$ cat src/design/bfa_pkg.sv
// ----------------------------------------------------------------------------
// bfa_pkg
// sizes, codes and shared types of the bitmap frame allocator
// ----------------------------------------------------------------------------
package bfa_pkg;

	// frame count must be a power of two so frame indices wrap naturally
	localparam int NUM_FRAMES = 4096;
	localparam int MAX_RUN    = 256;

	localparam int FRAME_W = $clog2(NUM_FRAMES);
	// scan offset reaches past one full sweep by up to one run
	localparam int K_W     = $clog2(NUM_FRAMES + MAX_RUN + 1);

	localparam int ACT_W   = 2;
	localparam int START_W = 12;
	localparam int LEN_W   = 9;
	localparam int STAT_W  = 2;
	localparam int GRANT_W = 12;

	localparam logic [ACT_W-1:0] ACT_ALLOC   = 2'd0;
	localparam logic [ACT_W-1:0] ACT_FREE    = 2'd1;
	localparam logic [ACT_W-1:0] ACT_RESERVE = 2'd2;

	localparam logic [STAT_W-1:0] ST_OK        = 2'd0;
	localparam logic [STAT_W-1:0] ST_NO_SPACE  = 2'd1;
	localparam logic [STAT_W-1:0] ST_NOT_ALLOC = 2'd2;

	typedef struct packed {
		logic               en;
		logic [FRAME_W-1:0] addr;
		logic               data;
	} map_wr_t;

	typedef struct packed {
		logic [STAT_W-1:0]  status;
		logic [GRANT_W-1:0] granted;
	} result_t;

endpackage

$ cat src/design/bfa_seq.sv
// ----------------------------------------------------------------------------
// bfa_seq
// sequencer that walks the used map one frame a cycle: clear, scan, mark, cursor, free
// ----------------------------------------------------------------------------
module bfa_seq
	import bfa_pkg::*;
(
	input  logic               clk,
	input  logic               arst_n,
	input  logic               req_valid,
	output logic               req_stall,
	input  logic [ACT_W-1:0]   action,
	input  logic [START_W-1:0] start_frame,
	input  logic [LEN_W-1:0]   run_length,
	output logic [FRAME_W-1:0] map_rd_addr,
	input  logic               map_rd_data,
	output map_wr_t            map_wr,
	output logic               res_valid,
	input  logic               res_ready,
	output result_t            res
);

	localparam logic [2:0] S_CLEAR = 3'd0;
	localparam logic [2:0] S_IDLE  = 3'd1;
	localparam logic [2:0] S_SCAN  = 3'd2;
	localparam logic [2:0] S_MARK  = 3'd3;
	localparam logic [2:0] S_CURS  = 3'd4;
	localparam logic [2:0] S_FREE  = 3'd5;
	localparam logic [2:0] S_DONE  = 3'd6;

	logic [2:0]         state_q;
	logic [FRAME_W-1:0] clr_q;
	logic [FRAME_W-1:0] cursor_q;
	logic [FRAME_W-1:0] base_q;
	logic [K_W-1:0]     iss_q;
	logic               ev_vld_q;
	logic [K_W-1:0]     ev_k_q;
	logic [FRAME_W-1:0] ev_addr_q;
	logic               in_run_q;
	logic [LEN_W-1:0]   cnt_q;
	logic [FRAME_W-1:0] run_addr_q;
	logic [LEN_W-1:0]   n_q;
	logic               is_alloc_q;
	result_t            res_q;

	logic               accept;
	logic [LEN_W-1:0]   n_sat;
	logic               alloc_bad;
	logic               past_end;
	logic [LEN_W-1:0]   new_cnt;
	logic [FRAME_W-1:0] run_pos;
	logic               last_iss;
	logic               last_ev;

	assign req_stall = (state_q != S_IDLE);
	assign accept    = req_valid && !req_stall;

	assign n_sat     = (32'(run_length) > MAX_RUN) ? LEN_W'(MAX_RUN) : run_length;
	assign alloc_bad = (run_length == '0) || (32'(run_length) > MAX_RUN)
		|| (32'(run_length) > NUM_FRAMES);

	// single address adder shared by the scan, mark, cursor and free walks
	assign map_rd_addr = base_q + FRAME_W'(iss_q);

	assign past_end = (ev_k_q >= K_W'(NUM_FRAMES));
	assign new_cnt  = in_run_q ? (cnt_q + LEN_W'(1)) : LEN_W'(1);
	assign run_pos  = in_run_q ? run_addr_q : ev_addr_q;
	assign last_iss = ((iss_q + K_W'(1)) == K_W'(n_q));
	assign last_ev  = ((ev_k_q + K_W'(1)) == K_W'(n_q));

	always_comb begin
		map_wr.en   = 1'b0;
		map_wr.addr = map_rd_addr;
		map_wr.data = 1'b0;
		unique case (state_q)
			S_CLEAR: begin
				map_wr.en   = 1'b1;
				map_wr.addr = clr_q;
			end
			S_MARK: begin
				map_wr.en   = 1'b1;
				map_wr.data = 1'b1;
			end
			S_FREE: begin
				map_wr.en   = ev_vld_q && map_rd_data;
				map_wr.addr = ev_addr_q;
			end
			default: begin
				map_wr.en = 1'b0;
			end
		endcase
	end

	always_ff @(posedge clk or negedge arst_n) begin
		if (!arst_n) begin
			state_q    <= S_CLEAR;
			clr_q      <= '0;
			cursor_q   <= '0;
			base_q     <= '0;
			iss_q      <= '0;
			ev_vld_q   <= 1'b0;
			ev_k_q     <= '0;
			ev_addr_q  <= '0;
			in_run_q   <= 1'b0;
			cnt_q      <= '0;
			run_addr_q <= '0;
			n_q        <= '0;
			is_alloc_q <= 1'b0;
			res_q      <= '0;
		end else begin
			unique case (state_q)
				S_CLEAR: begin
					clr_q <= clr_q + FRAME_W'(1);
					if (clr_q == '1) begin
						state_q <= S_IDLE;
					end
				end
				S_IDLE: begin
					if (accept) begin
						res_q.status  <= ST_OK;
						res_q.granted <= '0;
						iss_q         <= '0;
						ev_vld_q      <= 1'b0;
						in_run_q      <= 1'b0;
						is_alloc_q    <= (action == ACT_ALLOC);
						base_q        <= FRAME_W'(start_frame);
						n_q           <= n_sat;
						case (action)
							ACT_ALLOC: begin
								n_q    <= run_length;
								base_q <= cursor_q;
								if (alloc_bad) begin
									res_q.status <= ST_NO_SPACE;
									state_q      <= S_DONE;
								end else begin
									state_q <= S_SCAN;
								end
							end
							ACT_FREE: begin
								state_q <= (n_sat == '0) ? S_DONE : S_FREE;
							end
							ACT_RESERVE: begin
								state_q <= (n_sat == '0) ? S_DONE : S_MARK;
							end
							default: begin
								state_q <= S_DONE;
							end
						endcase
					end
				end
				S_SCAN: begin
					iss_q     <= iss_q + K_W'(1);
					ev_vld_q  <= 1'b1;
					ev_k_q    <= iss_q;
					ev_addr_q <= map_rd_addr;
					if (ev_vld_q) begin
						if ((!in_run_q || map_rd_data) && past_end) begin
							// a full sweep found no fitting run
							res_q.status <= ST_NO_SPACE;
							ev_vld_q     <= 1'b0;
							state_q      <= S_DONE;
						end else if (map_rd_data) begin
							in_run_q <= 1'b0;
						end else if (new_cnt == n_q) begin
							res_q.status  <= ST_OK;
							res_q.granted <= GRANT_W'(run_pos);
							base_q        <= run_pos;
							iss_q         <= '0;
							ev_vld_q      <= 1'b0;
							state_q       <= S_MARK;
						end else begin
							in_run_q <= 1'b1;
							cnt_q    <= new_cnt;
							if (!in_run_q) begin
								run_addr_q <= ev_addr_q;
							end
						end
					end
				end
				S_MARK: begin
					iss_q <= iss_q + K_W'(1);
					if (last_iss) begin
						if (is_alloc_q) begin
							// move the cursor on from just past the granted run
							iss_q    <= K_W'(n_q);
							ev_vld_q <= 1'b0;
							state_q  <= S_CURS;
						end else begin
							state_q <= S_DONE;
						end
					end
				end
				S_CURS: begin
					iss_q     <= iss_q + K_W'(1);
					ev_vld_q  <= 1'b1;
					ev_k_q    <= iss_q;
					ev_addr_q <= map_rd_addr;
					if (ev_vld_q) begin
						if (past_end) begin
							// every frame used, cursor stays on the granted run
							cursor_q <= base_q;
							ev_vld_q <= 1'b0;
							state_q  <= S_DONE;
						end else if (!map_rd_data) begin
							cursor_q <= ev_addr_q;
							ev_vld_q <= 1'b0;
							state_q  <= S_DONE;
						end
					end
				end
				S_FREE: begin
					iss_q     <= iss_q + K_W'(1);
					ev_vld_q  <= 1'b1;
					ev_k_q    <= iss_q;
					ev_addr_q <= map_rd_addr;
					if (ev_vld_q) begin
						if (!map_rd_data) begin
							res_q.status <= ST_NOT_ALLOC;
							ev_vld_q     <= 1'b0;
							state_q      <= S_DONE;
						end else if (last_ev) begin
							ev_vld_q <= 1'b0;
							state_q  <= S_DONE;
						end
					end
				end
				S_DONE: begin
					if (res_ready) begin
						state_q <= S_IDLE;
					end
				end
				default: begin
					state_q <= S_IDLE;
				end
			endcase
		end
	end

	assign res_valid = (state_q == S_DONE);
	assign res       = res_q;

endmodule

$ cat config.mk
export PLATFORM = sky130hd
export DESIGN_NAME = bfa_seq
export DESIGN_NICKNAME = d
export VERILOG_FILES = /design/src/design/bfa_pkg.sv /design/src/design/bfa_seq.sv
export SDC_FILE = /design/constraint.sdc
export NUM_CORES = 1
export LEC_CHECK = 0
export ABC_AREA = 0
export BUFFER_PORTS_ARGS = -buffer_cell sky130_fd_sc_hd__buf_2
export CAP_MARGIN = 40
export CORE_MARGIN = 1
export CORE_UTILIZATION = 30
export DETAILED_ROUTE_END_ITERATION = 12
export MAX_ROUTING_LAYER = met4
export PLACE_DENSITY = 0.45
export SLEW_MARGIN = 20
export SYNTH_ARGS = -nofsm -noshare
export SYNTH_HDL_FRONTEND = slang
export SYNTH_SLANG_ARGS = --single-unit
$ cat constraint.sdc
create_clock -name clk -period 4.95 [get_ports clk]
set_input_delay 0.495 -clock clk [delete_from_list [all_inputs] [get_ports clk]]
set_output_delay 0.495 -clock clk [all_outputs]
set_load 0.01 [all_outputs]
==> Yosys cells after proc, flatten, opt, wreduce, memory -nomap -nowiden <==
Cells that the tools add are included.
{ "word_totals": {"out_inout_bits": 42, "register_bits": 124, "input_bits": 28, "elab_cells": 158} }
{ "classes": {"n_addsub": 5, "bitwise_logic": 3, "eq_ne": 31, "magnitude_cmp": 2, "reduce_logical": 27, "n_mux": 75} }
{ "ops": {"columns": ["op", "count"], "rows": [
  ["$mux W12", 10],
  ["$mux W13", 7],
  ["$pmux W12 S2", 3],
  ["$mux W14", 4],
  ["$pmux W13 S4", 1],
  ["$mux W3", 16],
  ["$mux W9", 3],
  ["$add A13 B1 Y13 const B", 2],
  ["$eq A13 B9 Y1", 2],
  ["$ne A2 B2 Y1 const B", 11],
  ["$pmux W3 S7", 1],
  ["$mux W1", 20],
  ["$logic_not A9 Y1", 2],
  ["$ne A3 B3 Y1 const B", 5],
  ["$ge A13 B13 Y1 const B", 1],
  ["$add A12 B1 Y12 const B", 1],
  ["$add A12 B12 Y12", 1],
  ["$eq A12 B12 Y1 const B", 1],
  ["$reduce_and A11 Y1", 1],
  ["$mux W2", 5],
  ["$reduce_and A5 Y1", 2],
  ["$add A9 B1 Y9 const B", 1],
  ["$eq A3 B3 Y1 const B", 3],
  ["$eq A9 B9 Y1", 1],
  ["28 further kinds", 39]
]} }

==> Logic depth before layout (Yosys ltp) <==
{ "logic_depth": {"word_depth": 8, "mapped_depth": 12, "depth_no_buf": 12} }

==> Worst setup path before layout <==
OpenSTA, ideal clock, no wires.
{ "synth_path": {"path_kind": "register to register", "startpoint": "register cnt_q[0]", "endpoint": "register base_q[10]", "stages_incl_launch_ff": 12, "slack_ps": 1916, "path_buffers": 1, "arrival_ps": 2909, "period_less_slack_ps": 3034, "setup_ps": 125, "t_required_ps": 4825, "cell_sequence": "dfrtp_1 > ha_1 > nand3_1 > or4_4 > and3_1 > or4_1 > a211oi_2 > nand2_2 > nor2_4 > a31oi_4 > buf_6 > mux2_4"} }
{ "synth_between": {"elab_chain_len": 5} }
{ "synth_rtl": {"columns": ["item", "line", "source"], "rows": [
  ["start: declaration", "bfa_seq.sv:40", "logic [LEN_W-1:0] cnt_q;"],
  ["start signal: assignment", "bfa_seq.sv:173", "cnt_q <= new_cnt;"],
  ["$add A9 B1 Y9", "bfa_seq.sv:66", "assign new_cnt = in_run_q ? (cnt_q + LEN_W'(1)) : LEN_W'(1);"],
  ["$mux W9", "bfa_seq.sv:66", null],
  ["$eq A9 B9 Y1", "bfa_seq.sv:164", "end else if (new_cnt == n_q) begin"],
  ["$ne A2 B2 Y1 (no line)", null, null],
  ["$reduce_and A6 Y1 (no line)", null, null],
  ["end signal: assignment", "bfa_seq.sv:126", "base_q <= FRAME_W'(start_frame);"],
  ["end signal: assignment", "bfa_seq.sv:131", "base_q <= cursor_q;"],
  ["end signal: assignment", "bfa_seq.sv:167", "base_q <= run_pos;"],
  ["end: declaration", "bfa_seq.sv:34", "logic [FRAME_W-1:0] base_q;"]
]} }
Every way passes these cells.
A chain may end at the register's enable or synchronous reset.

==> flow_summary.json <==
{
  "clockPowerShare_pct": 22.0,
  "r2r-start": "cnt_q[0]",
  "firstDrtPassIters": 4,
  "period_needed_ns": 3.87,
  "intPower_mw": 3.38,
  "cts_sinks": 124,
  "peakVddDrop_mv": 0.332,
  "tightestPinTransition_ns": 0.768,
  "syn_area_per_cell_um2": 9.37,
  "maxCapViolations": 0,
  "setup_viol": 0,
  "vias_per_cell": 5.04,
  "layout_commonest_cell": "dfrtp_1",
  "cp_max_fo": 6,
  "cp-endpoint": "map_wr[11]",
  "fmax_ghz": 0.259,
  "final_layout_size_suffix_gt1_share_pct": 19.4,
  "grt_pass1_wl_mm": 35.1,
  "critical_path_class": "flop to output pin",
  "ys_ff_latch": 124,
  "fin_crit_sh_pct": 78.1,
  "cp-start-kind": "flop",
  "die_area_um2": 25900,
  "final_cell_mix": "dfrtp_1, nand2_1, buf_2",
  "track_usage_pct": 18.4,
  "num_rows": 57,
  "synthFlopType": "dfrtp_1",
  "grt_overflow": 0,
  "whs_ns": 0.328,
  "hold_path.class": "input port to flop",
  "ff2ff_path_depth": 10,
  "drc": 0,
  "clk_latency_ns": 0.43,
  "num_io_pins": 70,
  "p_sw_mw": 2.52,
  "required_ns": 4.45,
  "syn2layout_area_growth_pct": 17.5,
  "tns_ns": 0,
  "clk_pin_slew_ns": 0.06,
  "portBuffers": 69,
  "p_per_area_nw_per_um2": 664,
  "numCtsBuffers": 17,
  "post-cts-setup-buffers": 0,
  "drt_iter0_markers": 284,
  "end_kind": "output pin",
  "cts_max_path_buffers": 2,
  "synth_area_um2": 7560,
  "ant_nets": 0,
  "relSlewSlack_pct": 48.8,
  "status": "complete, no violations",
  "grt_max_degree": 66,
  "startpoint": "iss_q[0]",
  "r2r_setup_slack_ns": 1.22,
  "async_flop_share_pct": 100,
  "cp.arrival_ns": 3.37,
  "dieHeight_um": 161,
  "reg2reg_to": "iss_q[2]",
  "core_area_um2": 24500,
  "die_w_um": 161,
  "antenna_found_initial": 0,
  "vias": 6058,
  "finalHoldViolCount": 0,
  "switching_share_pct": 42.6,
  "rsz0062_at_grt": "no",
  "slew_viol_final": 0,
  "finClkSkew_ns": 0.0116,
  "num_antenna_cells": 0,
  "yosysSeqAreaShare_pct": 41.0,
  "cts_tree": "yes",
  "ys_types": 73,
  "dp_hpwl_mm": 16.2,
  "grt_pass1_vias": 5937,
  "combPwrFrac_pct": 45.4,
  "syn_nets": 852,
  "final_nets": 911,
  "total_power_mw": 5.90,
  "finalWirelength_mm": 22.0,
  "syn_inst": 807,
  "synth_edf_count": 0,
  "wl_per_cell_um": 18.3,
  "cts-root-buf": "clkbuf_16",
  "start_util_pct": 30.8,
  "h-tree-depth": 4,
  "synth-warning-count": 0,
  "seq_power_share_pct": 32.6,
  "p_leak_nw": 3.96,
  "routabilityCongestion": 0.825
}
## synthesized netlist by cell type (16+ instances only)
cell	n	area (µm²)
a21oi_1	37	185
clkbuf_1	29	109
dfrtp_1	124	3100
ha_1	16	200
inv_1	26	97.6
mux2_2	31	349
mux2i_1	46	460
nand2_1	100	375
nand3_1	21	105
nor2_1	48	180
nor2b_1	17	106
nor3_1	16	80.1
o21ai_0	65	325
xnor2_1	37	324
xor2_1	17	149
## registers in the layout (all words and copies together) (netlist names), 12 cells and up
name        flops
cursor_q       12
ev_addr_q      12
base_q         12
run_addr_q     12
clr_q          12
ev_k_q         13
iss_q          13
res            14
## per-layer routing
layer | global-route usage, % | share of wire [%] | vias to the layer above
met3 | 2.48 | 2.5 | 18
met4 | 4.89 | 1.2 | 0
met5 | - | 0 | -
li1 | - | - | 3001
met1 | 26.1 | 52 | 2953
met2 | 27.4 | 44 | 86
## how the worst min path moves through the flow
stage                        startpoint           to  slack (ns)  cells past startpoint
final                     run_length[2]       n_q[2]        0.33                      3
after CTS                        arst_n     clr_q[4]        0.19                      1
after floorplan                  arst_n    base_q[0]        0.20                      0
after global placement      cursor_q[6]  cursor_q[6]        0.46                      2
after detailed placement    cursor_q[6]  cursor_q[6]        0.47                      2
after global routing      run_length[2]       n_q[2]        0.34                      3
## cells by family (layout without fill, tap and decap cells)
| logic type | after synthesis | in the layout | synth area share, % |
|---|---|---|---|
| XOR/XNOR | 54 | 54 | 6.25 |
| AND/OR/NAND/NOR | 268 | 268 | 17.4 |
| buffers and inverters | 68 | 139 | 3.59 |
| multiplexers | 87 | 87 | 12.7 |
| adder cells (fa/ha/maj) | 17 | 17 | 2.91 |
| flip-flops | 124 | 124 | 41.0 |
| AO/OA/AOI/OAI | 189 | 189 | 16.1 |
## critical path: stages, from the launching register on
cell and delay, ns:
dfrtp_1 0.48, ha_1 0.22, inv_1 0.06, fa_1 0.40
nor2b_1 0.12, o21ai_0 0.11, a21boi_0 0.25, o21a_1 0.16
o21ai_0 0.10, a21o_1 0.21, and4b_1 0.17, nor3_1 0.36
o21ai_0 0.16, buf_2 0.16
## cell type report
type | instances | area (µm²)
clock buffers | 21 | 460
clock inverters | 10 | 140
fillers | 2572 | 15600
inverters | 26 | 97.6
multi-input cells | 615 | 4200
flip-flops and latches | 124 | 3100
well taps | 324 | 405
repair buffers | 82 | 480
## power groups by stage
stage,clock network (mW),registers (mW),logic (mW)
final,1.30,1.92,2.68
after global routing,1.37,1.99,3.01
after CTS,1.32,1.93,2.71
after detailed placement,0,1.94,2.69
after global placement,0,1.95,2.68
after floorplan,0,1.66,2.03
## repair_timing
item	4_1_cts	5_1_grt
hold endpoints to repair	0	5
hold buffers	0	1
gates resized for setup	0	0
## through the flow
step / setup WS (ns) / util, % / cells / cell area [µm²]
floorplan: 1.92 / - / 807 / 7560
finish: 1.08 / 36.2 / 1202 / 8890
detailed placement: 1.27 / 33.6 / 1169 / 8250
global route: 0.745 / 36.2 / 1202 / 8890
CTS: 1.03 / 36.1 / 1200 / 8850
global placement: 1.32 / 33.6 / 1169 / 8250
No activity file was read; power rests on OpenSTA's default activity.
